File: config.mk
export PLATFORM = sky130hd
export DESIGN_NAME = rgb_to_hsv_converter
export DESIGN_NICKNAME = d
export VERILOG_FILES = /design/src/rtl/rgbhsv_pkg.sv /design/src/rtl/rgb_to_hsv_converter.sv
export SDC_FILE = /design/constraint.sdc
export NUM_CORES = 2
export LEC_CHECK = 0
export BUFFER_PORTS_ARGS = -buffer_cell sky130_fd_sc_hd__buf_2
export CAP_MARGIN = 20
export CORE_MARGIN = 8
export CORE_UTILIZATION = 50
export DETAILED_ROUTE_END_ITERATION = 10
export GPL_ROUTABILITY_DRIVEN = 0
export PLACE_DENSITY_LB_ADDON = 0.08
export SETUP_SLACK_MARGIN = 0.15
export SLEW_MARGIN = 20
export SYNTH_ARGS = -nofsm -noshare
export SYNTH_HDL_FRONTEND = slang
export SYNTH_SLANG_ARGS = --single-unit
File: constraint.sdc
create_clock -name clk -period 10.93 [get_ports clk]
set_input_delay 1.093 -clock clk [delete_from_list [all_inputs] [get_ports clk]]
set_output_delay 1.093 -clock clk [all_outputs]
set_load 0.1 [all_outputs]
File: src/rtl/rgbhsv_pkg.sv
`default_nettype none

package rgbhsv_pkg;

  // Channel and result widths
  localparam int CH_W  = 8;
  localparam int HUE_W = 16;
  localparam int SAT_W = 8;

  // Stream payload widths
  localparam int IN_DATA_W  = 3 * CH_W;
  localparam int OUT_DATA_W = HUE_W + SAT_W + CH_W;
  localparam int OUT_USER_W = 1;

  // Internal arithmetic widths
  localparam int NUM_W  = 12;  // hue numerator, up to 11*255
  localparam int DIV_W  = 11;  // 6*delta, up to 1530
  localparam int SATN_W = 17;  // 510*delta + max, up to 130305
  localparam int DEN2_W = 9;   // 2*max

  // Division step counts: one quotient bit per stage
  localparam int HUE_STEPS = HUE_W;
  localparam int SAT_STEPS = SAT_W;

  // Stage count: extrema, numerators, first hue subtract, hue steps
  localparam int NSTG = 3 + HUE_STEPS;

  // Hexcone sector of the largest channel
  localparam logic [1:0] SEC_RED = 2'd0;
  localparam logic [1:0] SEC_GRN = 2'd1;
  localparam logic [1:0] SEC_BLU = 2'd2;

  // After extrema search
  typedef struct packed {
    logic [CH_W-1:0] hi;
    logic [CH_W-1:0] delta;
    logic [1:0]      sector;
    logic [CH_W-1:0] pos;
    logic [CH_W-1:0] neg;
    logic            black;
    logic            grey;
  } sect_t;

  // After numerator and divisor build
  typedef struct packed {
    logic [NUM_W-1:0]  num;
    logic [DIV_W-1:0]  six_d;
    logic [SATN_W-1:0] satn;
    logic [DEN2_W-1:0] two_hi;
    logic [CH_W-1:0]   hi;
    logic              black;
    logic              grey;
  } numr_t;

  // Divider stage: partial remainders and quotients of both divisions
  typedef struct packed {
    logic [DIV_W-1:0]  hue_rem;
    logic [HUE_W-1:0]  hue_q;
    logic [DIV_W-1:0]  six_d;
    logic [DEN2_W-1:0] sat_rem;
    logic [SAT_W-1:0]  sat_low;
    logic [SAT_W-1:0]  sat_q;
    logic [DEN2_W-1:0] two_hi;
    logic [CH_W-1:0]   hi;
    logic              black;
    logic              grey;
  } div_t;

endpackage

`default_nettype wire

File: src/rtl/rgb_to_hsv_converter.sv
`default_nettype none

// RGB to HSV converter, hexcone model, 8-bit channels. One pixel per clock
// while the output is ready. Between input transfer and output valid, one stage
// finds max/min and the sector, one builds the numerators, one takes the first
// hue subtract, then 16 stages each produce one hue quotient bit by restoring
// division (the first 8 of them also produce the saturation bits). Each stage
// holds on its own handshake, so bubbles close up while the output is stalled.
// Value is the largest channel; saturation is 255*delta/max rounded half up;
// hue is a 0.16 fraction of a turn, floored. Grey gives hue and saturation 0;
// black also sets out_tuser (hue undefined).
module rgb_to_hsv_converter (
  input  wire logic                              clk,
  input  wire logic                              rst_n,
  input  wire logic                              in_tvalid,
  output logic                                   in_tready,
  // [7:0] red_in, [15:8] green_in, [23:16] blue_in
  input  wire logic [rgbhsv_pkg::IN_DATA_W-1:0]  in_tdata,
  output logic                                   out_tvalid,
  input  wire logic                              out_tready,
  // [15:0] hue_out, [23:16] saturation_out, [31:24] value_out
  output logic [rgbhsv_pkg::OUT_DATA_W-1:0]      out_tdata,
  // [0] hue_undefined
  output logic [rgbhsv_pkg::OUT_USER_W-1:0]      out_tuser
);
  import rgbhsv_pkg::*;

  logic [NSTG-1:0] vld_r;
  logic [NSTG-1:0] vld_nxt;
  logic [NSTG:0]   rdy;

  sect_t sa_r, sa_nxt;
  numr_t sb_r, sb_nxt;
  div_t  div_r   [0:HUE_STEPS];
  div_t  div_nxt [0:HUE_STEPS];

  logic [CH_W-1:0] red, grn, blu, hi, lo;

  // Per-stage ready: a stage loads when empty or when its successor moves
  assign rdy[NSTG] = out_tready;
  for (genvar i = 0; i < NSTG; i++) begin : g_rdy
    assign rdy[i] = ~vld_r[i] | rdy[i+1];
  end
  assign in_tready = rdy[0];

  assign vld_nxt = (rdy[NSTG-1:0] & {vld_r[NSTG-2:0], in_tvalid}) |
                   (~rdy[NSTG-1:0] & vld_r);

  always_ff @(posedge clk) begin
    if (!rst_n) begin
      vld_r <= '0;
    end else begin
      vld_r <= vld_nxt;
    end
  end

  // Stage A: extrema and sector, ties go red first, then green
  assign red = in_tdata[CH_W-1:0];
  assign grn = in_tdata[2*CH_W-1:CH_W];
  assign blu = in_tdata[3*CH_W-1:2*CH_W];

  always_comb begin
    hi = red;
    if (grn > hi) hi = grn;
    if (blu > hi) hi = blu;
    lo = red;
    if (grn < lo) lo = grn;
    if (blu < lo) lo = blu;

    sa_nxt.hi    = hi;
    sa_nxt.delta = hi - lo;
    sa_nxt.black = (hi == '0);
    sa_nxt.grey  = (hi == lo);
    if (red == hi) begin
      sa_nxt.sector = SEC_RED;
      sa_nxt.pos    = grn;
      sa_nxt.neg    = blu;
    end else if (grn == hi) begin
      sa_nxt.sector = SEC_GRN;
      sa_nxt.pos    = blu;
      sa_nxt.neg    = red;
    end else begin
      sa_nxt.sector = SEC_BLU;
      sa_nxt.pos    = red;
      sa_nxt.neg    = grn;
    end
  end

  always_ff @(posedge clk) begin
    if (rdy[0]) begin
      sa_r <= sa_nxt;
    end
  end

  // Stage B: hue numerator (one turn added, never negative) and sat numerator
  logic [NUM_W-1:0] base_d;
  logic [DIV_W-1:0] six_d;

  always_comb begin
    six_d = DIV_W'({sa_r.delta, 2'b00}) + DIV_W'({sa_r.delta, 1'b0});
    case (sa_r.sector)
      SEC_RED: base_d = '0;
      SEC_GRN: base_d = NUM_W'({sa_r.delta, 1'b0});
      SEC_BLU: base_d = NUM_W'({sa_r.delta, 2'b00});
      default: base_d = '0;
    endcase
    sb_nxt.num    = base_d + NUM_W'(six_d) + NUM_W'(sa_r.pos) - NUM_W'(sa_r.neg);
    sb_nxt.six_d  = six_d;
    sb_nxt.satn   = SATN_W'({sa_r.delta, 9'b0}) - SATN_W'({sa_r.delta, 1'b0}) +
                    SATN_W'(sa_r.hi);
    sb_nxt.two_hi = {sa_r.hi, 1'b0};
    sb_nxt.hi     = sa_r.hi;
    sb_nxt.black  = sa_r.black;
    sb_nxt.grey   = sa_r.grey;
  end

  always_ff @(posedge clk) begin
    if (rdy[1]) begin
      sb_r <= sb_nxt;
    end
  end

  // Stage C: drop the integer turn (num < 2*six_d), seed saturation remainder
  always_comb begin
    if (sb_r.num >= NUM_W'(sb_r.six_d)) begin
      div_nxt[0].hue_rem = DIV_W'(sb_r.num - NUM_W'(sb_r.six_d));
    end else begin
      div_nxt[0].hue_rem = DIV_W'(sb_r.num);
    end
    div_nxt[0].hue_q   = '0;
    div_nxt[0].six_d   = sb_r.six_d;
    div_nxt[0].sat_rem = sb_r.satn[SATN_W-1:SAT_W];
    div_nxt[0].sat_low = sb_r.satn[SAT_W-1:0];
    div_nxt[0].sat_q   = '0;
    div_nxt[0].two_hi  = sb_r.two_hi;
    div_nxt[0].hi      = sb_r.hi;
    div_nxt[0].black   = sb_r.black;
    div_nxt[0].grey    = sb_r.grey;
  end

  // Divider stages: one restoring step per stage
  for (genvar j = 1; j <= HUE_STEPS; j++) begin : g_div
    logic [DIV_W:0]  htry;
    logic            hbit;
    logic [DEN2_W:0] stry;
    logic            sbit;

    assign htry = {div_r[j-1].hue_rem, 1'b0};
    assign hbit = (htry >= {1'b0, div_r[j-1].six_d});
    assign stry = {div_r[j-1].sat_rem, div_r[j-1].sat_low[SAT_W-1]};
    assign sbit = (stry >= {1'b0, div_r[j-1].two_hi});

    always_comb begin
      div_nxt[j] = div_r[j-1];
      if (hbit) begin
        div_nxt[j].hue_rem = DIV_W'(htry - {1'b0, div_r[j-1].six_d});
      end else begin
        div_nxt[j].hue_rem = DIV_W'(htry);
      end
      div_nxt[j].hue_q = {div_r[j-1].hue_q[HUE_W-2:0], hbit};
      // Saturation quotient finishes in the first SAT_STEPS stages
      if (j <= SAT_STEPS) begin
        if (sbit) begin
          div_nxt[j].sat_rem = DEN2_W'(stry - {1'b0, div_r[j-1].two_hi});
        end else begin
          div_nxt[j].sat_rem = DEN2_W'(stry);
        end
        div_nxt[j].sat_low = {div_r[j-1].sat_low[SAT_W-2:0], 1'b0};
        div_nxt[j].sat_q   = {div_r[j-1].sat_q[SAT_W-2:0], sbit};
      end
    end
  end

  for (genvar k = 0; k <= HUE_STEPS; k++) begin : g_dreg
    always_ff @(posedge clk) begin
      if (rdy[k+2]) begin
        div_r[k] <= div_nxt[k];
      end
    end
  end

  // Output: grey and black force hue and saturation to zero
  logic zero_hs;
  assign zero_hs    = div_r[HUE_STEPS].black | div_r[HUE_STEPS].grey;
  assign out_tvalid = vld_r[NSTG-1];
  assign out_tdata  = {div_r[HUE_STEPS].hi,
                       zero_hs ? '0 : div_r[HUE_STEPS].sat_q,
                       zero_hs ? '0 : div_r[HUE_STEPS].hue_q};
  assign out_tuser  = div_r[HUE_STEPS].black;

`ifndef NO_ASSERTIONS
  // Black pixel: everything zero
  a_black_zero: assert property (@(posedge clk) disable iff (!rst_n)
    out_tvalid && out_tuser[0] |-> out_tdata == '0)
    else $error("black pixel with nonzero result");

  // Hue defined only when value is nonzero
  a_value_nz: assert property (@(posedge clk) disable iff (!rst_n)
    out_tvalid && !out_tuser[0] |-> out_tdata[OUT_DATA_W-1:HUE_W+SAT_W] != '0)
    else $error("zero value without undefined hue");

  // Zero saturation only for grey, which has zero hue
  a_grey_hue: assert property (@(posedge clk) disable iff (!rst_n)
    out_tvalid && out_tdata[HUE_W+SAT_W-1:HUE_W] == '0 |-> out_tdata[HUE_W-1:0] == '0)
    else $error("zero saturation with nonzero hue");

  // Reset empties the pipeline
  a_rst_empty: assert property (@(posedge clk)
    $past(!rst_n) |-> vld_r == '0)
    else $error("pipeline not empty after reset");
`endif

endmodule

`default_nettype wire
-- Word level (Yosys, flattened, before mapping)
Memory sizes are Yosys's and may differ from the RTL's.
Cells that the tools add are included.
Widths: inputs -> output; s select.
- flip-flop bits (word level): 105
- memories: 1
- word-level logic and storage cells: 193
- bits in writable memories: 1394
- input bits: 28
- output and inout port bits: 35
- memory list (memory ; depth ; width ; rd ports ; clocked after Yosys merged registers in ; wr ports ; line ; source):
    div_r ; 17 ; 82 ; 17 ; 0 ; 17 ; rgb_to_hsv_converter.sv:34 ; div_t div_r [0:HUE_STEPS];
- multiplexer cells: 68
- add/subtract/negate cells: 32
- order comparisons: 29
- reductions and logical operators: 1
- bitwise gates (word level): 43
- eq/ne operators: 5
- operator list (operator ; number):
    $ge 12x11->1 ; 17
    $mux 11 ; 17
    $sub 11x11->11 ; 17
    $ge 10x9->1 ; 8
    $mux 9 ; 8
    $sub 9x9->9 ; 8
    $mux 8 ; 5
    $and 19x19->19 ; 2
    $mux 1 ; 34
    $mux 16 ; 2
    $eq 8x8->1 ; 3
    $or 1x1->1 ; 20
    $pmux 10 s2 ; 1
    $not 1->1 ; 19
    $not 19->19 ; 1
    $or 19x19->19 ; 1
    $mux 18 ; 1
    $add 17x8->17 ; 1
    $sub 17x9->17 ; 1
    $gt 8x8->1 ; 2
    $lt 8x8->1 ; 2
    $add 12x11->12 ; 1
    $add 12x8->12 ; 1
    $sub 12x8->12 ; 1
    5 further kinds ; 5

-- Logic depth before layout (Yosys ltp)
- depth in word-level cells: 23
- gate-level depth with buffers: 28
- mapped depth without buffers: 26

-- Least setup slack after synthesis
OpenSTA, ideal clock, no wires.
- kind: input port to output port
- start point: in out_tready
- end point: out in_tready
- path slack: 3.735 ns
- arrival: 6.102 ns
- data required time: 9.837 ns
- buffers on the path: 0
- stages on the path: 10
- cell sequence: nor2b_1 and2_1 inv_1 nor2_1 and2_1 inv_1 nor3_1 and3_1 and3_1 nand3_1
- cells in the longest elaborated chain, start to end: 19
- ends and longest elaborated chain (item ; line ; source):
    start: declaration ; rgb_to_hsv_converter.sv:20 ; input wire logic out_tready,
    $or 1x1->1 (2 in a row) ; rgb_to_hsv_converter.sv:42 ; assign rdy[i] = ~vld_r[i] | rdy[i+1];
    via rdy[17] ; rgb_to_hsv_converter.sv:30 ; logic [NSTG:0] rdy;
    $or 1x1->1 (17 in a row) ; rgb_to_hsv_converter.sv:42 ;
    end: declaration ; rgb_to_hsv_converter.sv:16 ; output logic in_tready,
The timed path passes the listed nets, and every way through them passes these cells.

==> metrics list <==
* Synth-to-layout area growth: 11.47%
- The number of antenna violations at the first check in global routing is 1.
* Sequential area share after synthesis: 0.6317
- Measured along the x axis, the die boundary spans 312.3 um.
- Gates resized during post-CTS repair numbered 0.
- Worst hold margin: 0.4086 ns
- Number of levels in the clock H-tree: 3
- Row count: 108
* Number of I/O port buffers: 62
- For this configuration, the core starts out at a cell density of 0.5054.
- The worst setup path is launched from a primary input.
* Clock slew at the register clock pins of the worst setup and hold paths: 0.06 ns
- For this run, the number of Yosys warnings is 0.
- In this run the mean area of a mapped cell was 13.10 um^2.
- Number of buffers inserted to repair setup after CTS: 0
- Critical hold path startpoint: div_r[0][350]$_DFFE_PN_
* Share of layout cells above drive strength 1: 0.09444
* Final Slew Violations: 0
- The final hold violation count was 0.
- Ranked by total cell area, the synthesized netlist is headed by sky130_fd_sc_hd__edfxtp_1 (62%), sky130_fd_sc_hd__ha_1 (8.5%), sky130_fd_sc_hd__inv_1 (4.0%).
* Vias per std cell: 5.279
* Y dimension of the die: 312.3 um
* Cell taking the most area after synthesis: sky130_fd_sc_hd__edfxtp_1
- The pre-antenna-repair detailed-routing pass consisted of 8 iterations.
- HP Class: flip-flop to flip-flop
- Fraction of post-synthesis cell area in the top cell type by area: 0.6230
- Along the worst path, the maximum fanout reaches 15.
- The number of nets handed over by synthesis was 3716.
- Final-stage net count: 3840
- Transition time of the tightest slew-check pin: 0.9648 ns
* Total I/O pin count: 63
- Syn Inst Count: 3352
* Global-route wire length before repair: 130.7 mm
- Antenna-violating nets left: 0
* Launch point of the worst reg-to-reg path: sa_r[18]$_SDFFCE_PP0N_
* Setup total negative slack: 0 ns
- Summed instance area of the synthesized netlist: 0.04391 mm^2
- Result of the run: finished clean
* Core ar.: 0.08689 mm^2
- Setup violations remaining at the end of the flow were counted as 0.
- Max-Cap Viols: 0
- Post-DP HPWL: 59.43 mm
* Critical Path AT: 7.94 ns
* Worst setup EP type: flip-flop
- The number of clock buffers added by TritonCTS is 97.
* ANT cells: 0
* Root cell of the clock tree: sky130_fd_sc_hd__clkbuf_16
* List of cells traversed by the critical path: buf_2 > inv_1 > ha_1 > nand4_1 > o21a_2 > nor2_1 > a21oi_1 > ha_1 > and3_1 > nand3_1 > a2111oi_0 > or3_1 > o211ai_1 > a41oi_1 > a22oi_1 > nor4b_1 > nand4_1 > buf_8 > mux2i_1 > mux2_2
* DRC violations left: 0
* Number of different library cells in the post-synthesis netlist: 75
* Largest net degree at the start of global routing: 55
* Aggregate global routing overflow: 0
- Asr flop ratio synth: 0
* Max stage delay on crit path: 0.75 ns
* Slowest cell on the critical path: sky130_fd_sc_hd__nor2_1
- Critical Path Source: in_tdata[2]
* Number of vias in the routed layout: 24880
- Clock tree from TritonCTS: yes
* Number of global-route vias before repair: 26330
- Required time at the endpoint of the critical path: 11.32 ns
* Ys flop type: sky130_fd_sc_hd__edfxtp_1
* Yosys reg bits: 930
- Post-synth EDFFs: 911
- Post-DR wirelength/cell: 17.04 um
- Headroom to the max-slew limit came out at 0.3544.
* Die area: 0.09756 mm^2
- Initial DRC Count: 1321
- The clock passes through at most 3 buffers.
- For this run, the top clock speed supported by timing is 0.1325 GHz.
- Startpoint-to-endpoint class of the critical path: primary input to flip-flop
- Subtracting the final worst setup slack from the clock period gives 7.545 ns.
- Portion of the clock cycle consumed by the worst path in the final layout: 0.6903
- RSZ-0062 raised after global routing: false
* Routed wire length: 80.31 mm
* CTS hold repair buffers: 0
* Clock tree skew after final layout: 0.03026 ns
- For the worst-skew pair, the clock arrives at the later sink with an insertion delay of 0.65 ns.
- The clock drives 930 sinks.
* Overall track demand over capacity in global routing: 0.1626
==> sequential cells by signal, indices dropped and copies added (netlist names), named ones only <==
signal	count
sb_r	12
div_r	827
div_nxt	36
sa_r	36
==> layout by cell type, fill, tap and decap left out, types with 37 or more instances in the layout <==
cell type,netlist,layout
sky130_fd_sc_hd__and2_1,39,39
sky130_fd_sc_hd__xor2_1,46,46
sky130_fd_sc_hd__xnor2_1,121,121
sky130_fd_sc_hd__o21ai_0,172,172
sky130_fd_sc_hd__a21boi_0,59,59
sky130_fd_sc_hd__mux2i_1,37,37
sky130_fd_sc_hd__inv_1,464,455
sky130_fd_sc_hd__clkbuf_16,0,98
sky130_fd_sc_hd__o31ai_1,42,42
sky130_fd_sc_hd__nand2_1,185,179
sky130_fd_sc_hd__nand2b_1,41,41
sky130_fd_sc_hd__edfxtp_1,911,911
sky130_fd_sc_hd__ha_1,297,297
sky130_fd_sc_hd__nand4_1,49,49
sky130_fd_sc_hd__buf_2,1,62
sky130_fd_sc_hd__fa_1,39,39
sky130_fd_sc_hd__mux2_2,40,40
sky130_fd_sc_hd__a21oi_1,197,197
sky130_fd_sc_hd__nor2_1,180,177
sky130_fd_sc_hd__a21o_1,42,42
sky130_fd_sc_hd__nor2b_1,77,72
==> critical path: cells and delay by family <==
family / cells / cell delay (ns)
compound gates: 6 / 2.04
simple gates: 7 / 2.87
fa+ha+maj: 2 / 0.76
buf+inv: 3 / 0.77
mux: 2 / 0.38
==> layer usage <==
layer | global-route usage | vias to the layer above | part of all wire
met5 | 0 | - | 0
met4 | 0.06679 | 0 | 0.036
met3 | 0.02508 | 191 | 0.039
met2 | 0.3056 | 494 | 0.52
met1 | 0.1822 | 11930 | 0.40
li1 | - | 12260 | -
==> logic make-up (layout without fill, tap and decap cells) <==
logic type / count (synthesis) / after routing / synth area share
multiplexers: 78 / 78 / 0.01901
flip-flops: 930 / 930 / 0.6317
buffers and inverters: 521 / 727 / 0.04585
AO/OA/AOI/OAI: 637 / 637 / 0.09050
adder cells (fa/ha/maj): 338 / 338 / 0.1029
AND/OR/NAND/NOR: 681 / 681 / 0.07679
XOR/XNOR: 167 / 167 / 0.03331
==> cell type report <==
class	instances	area, um^2
Timing Repair Buffer	82	480.5
Fill cell	6964	37940
Clock inverter	66	769.5
Clock buffer	115	2556
Multi-Input combinational cell	1901	14210
Tap cell	1155	1445
Sequential cell	930	27740
Inverter	464	1745
==> Yosys cell counts, types with 18 or more instances <==
master and instances:
sky130_fd_sc_hd__nor2b_1 77, sky130_fd_sc_hd__a21o_1 42, sky130_fd_sc_hd__and2_1 39, sky130_fd_sc_hd__nand2b_1 41
sky130_fd_sc_hd__or2_2 18, sky130_fd_sc_hd__edfxtp_1 911, sky130_fd_sc_hd__o21ai_0 172, sky130_fd_sc_hd__o21a_1 21
sky130_fd_sc_hd__xor2_1 46, sky130_fd_sc_hd__nand2_1 185, sky130_fd_sc_hd__clkbuf_1 45, sky130_fd_sc_hd__a21boi_0 59
sky130_fd_sc_hd__nand4_1 49, sky130_fd_sc_hd__dfxtp_1 19, sky130_fd_sc_hd__nor2_1 180, sky130_fd_sc_hd__mux2i_1 37
sky130_fd_sc_hd__xnor2_1 121, sky130_fd_sc_hd__o31ai_1 42, sky130_fd_sc_hd__fa_1 39, sky130_fd_sc_hd__inv_1 464
sky130_fd_sc_hd__ha_1 297, sky130_fd_sc_hd__mux2_2 40, sky130_fd_sc_hd__nand3_1 22, sky130_fd_sc_hd__a21oi_1 197
==> through the flow <==
step	std cells	util	setup slack (ns)	area, um^2
global route	4713	0.5633	3.127	48950
detailed placement	4529	0.5244	2.983	45560
floorplan	3352	-	3.735	43910
finish	4713	0.5633	3.385	48950
CTS	4710	0.5626	3.680	48890
global placement	4528	0.5242	2.869	45540
==> final timing paths <==
check,to,slack (ns),cells after the start
min reg2reg,div_r[0][433]$_DFFE_PN_,0.41,0
max,sa_r[6]$_DFFE_PN_,3.39,20
min,div_r[0][433]$_DFFE_PN_,0.41,0
max reg2reg,sb_r[58]$_DFFE_PN_,6.65,17
Power is left out: the tool's default activity adds up to more than one toggle a clock period on the data nets, which glitch-free logic cannot reach.
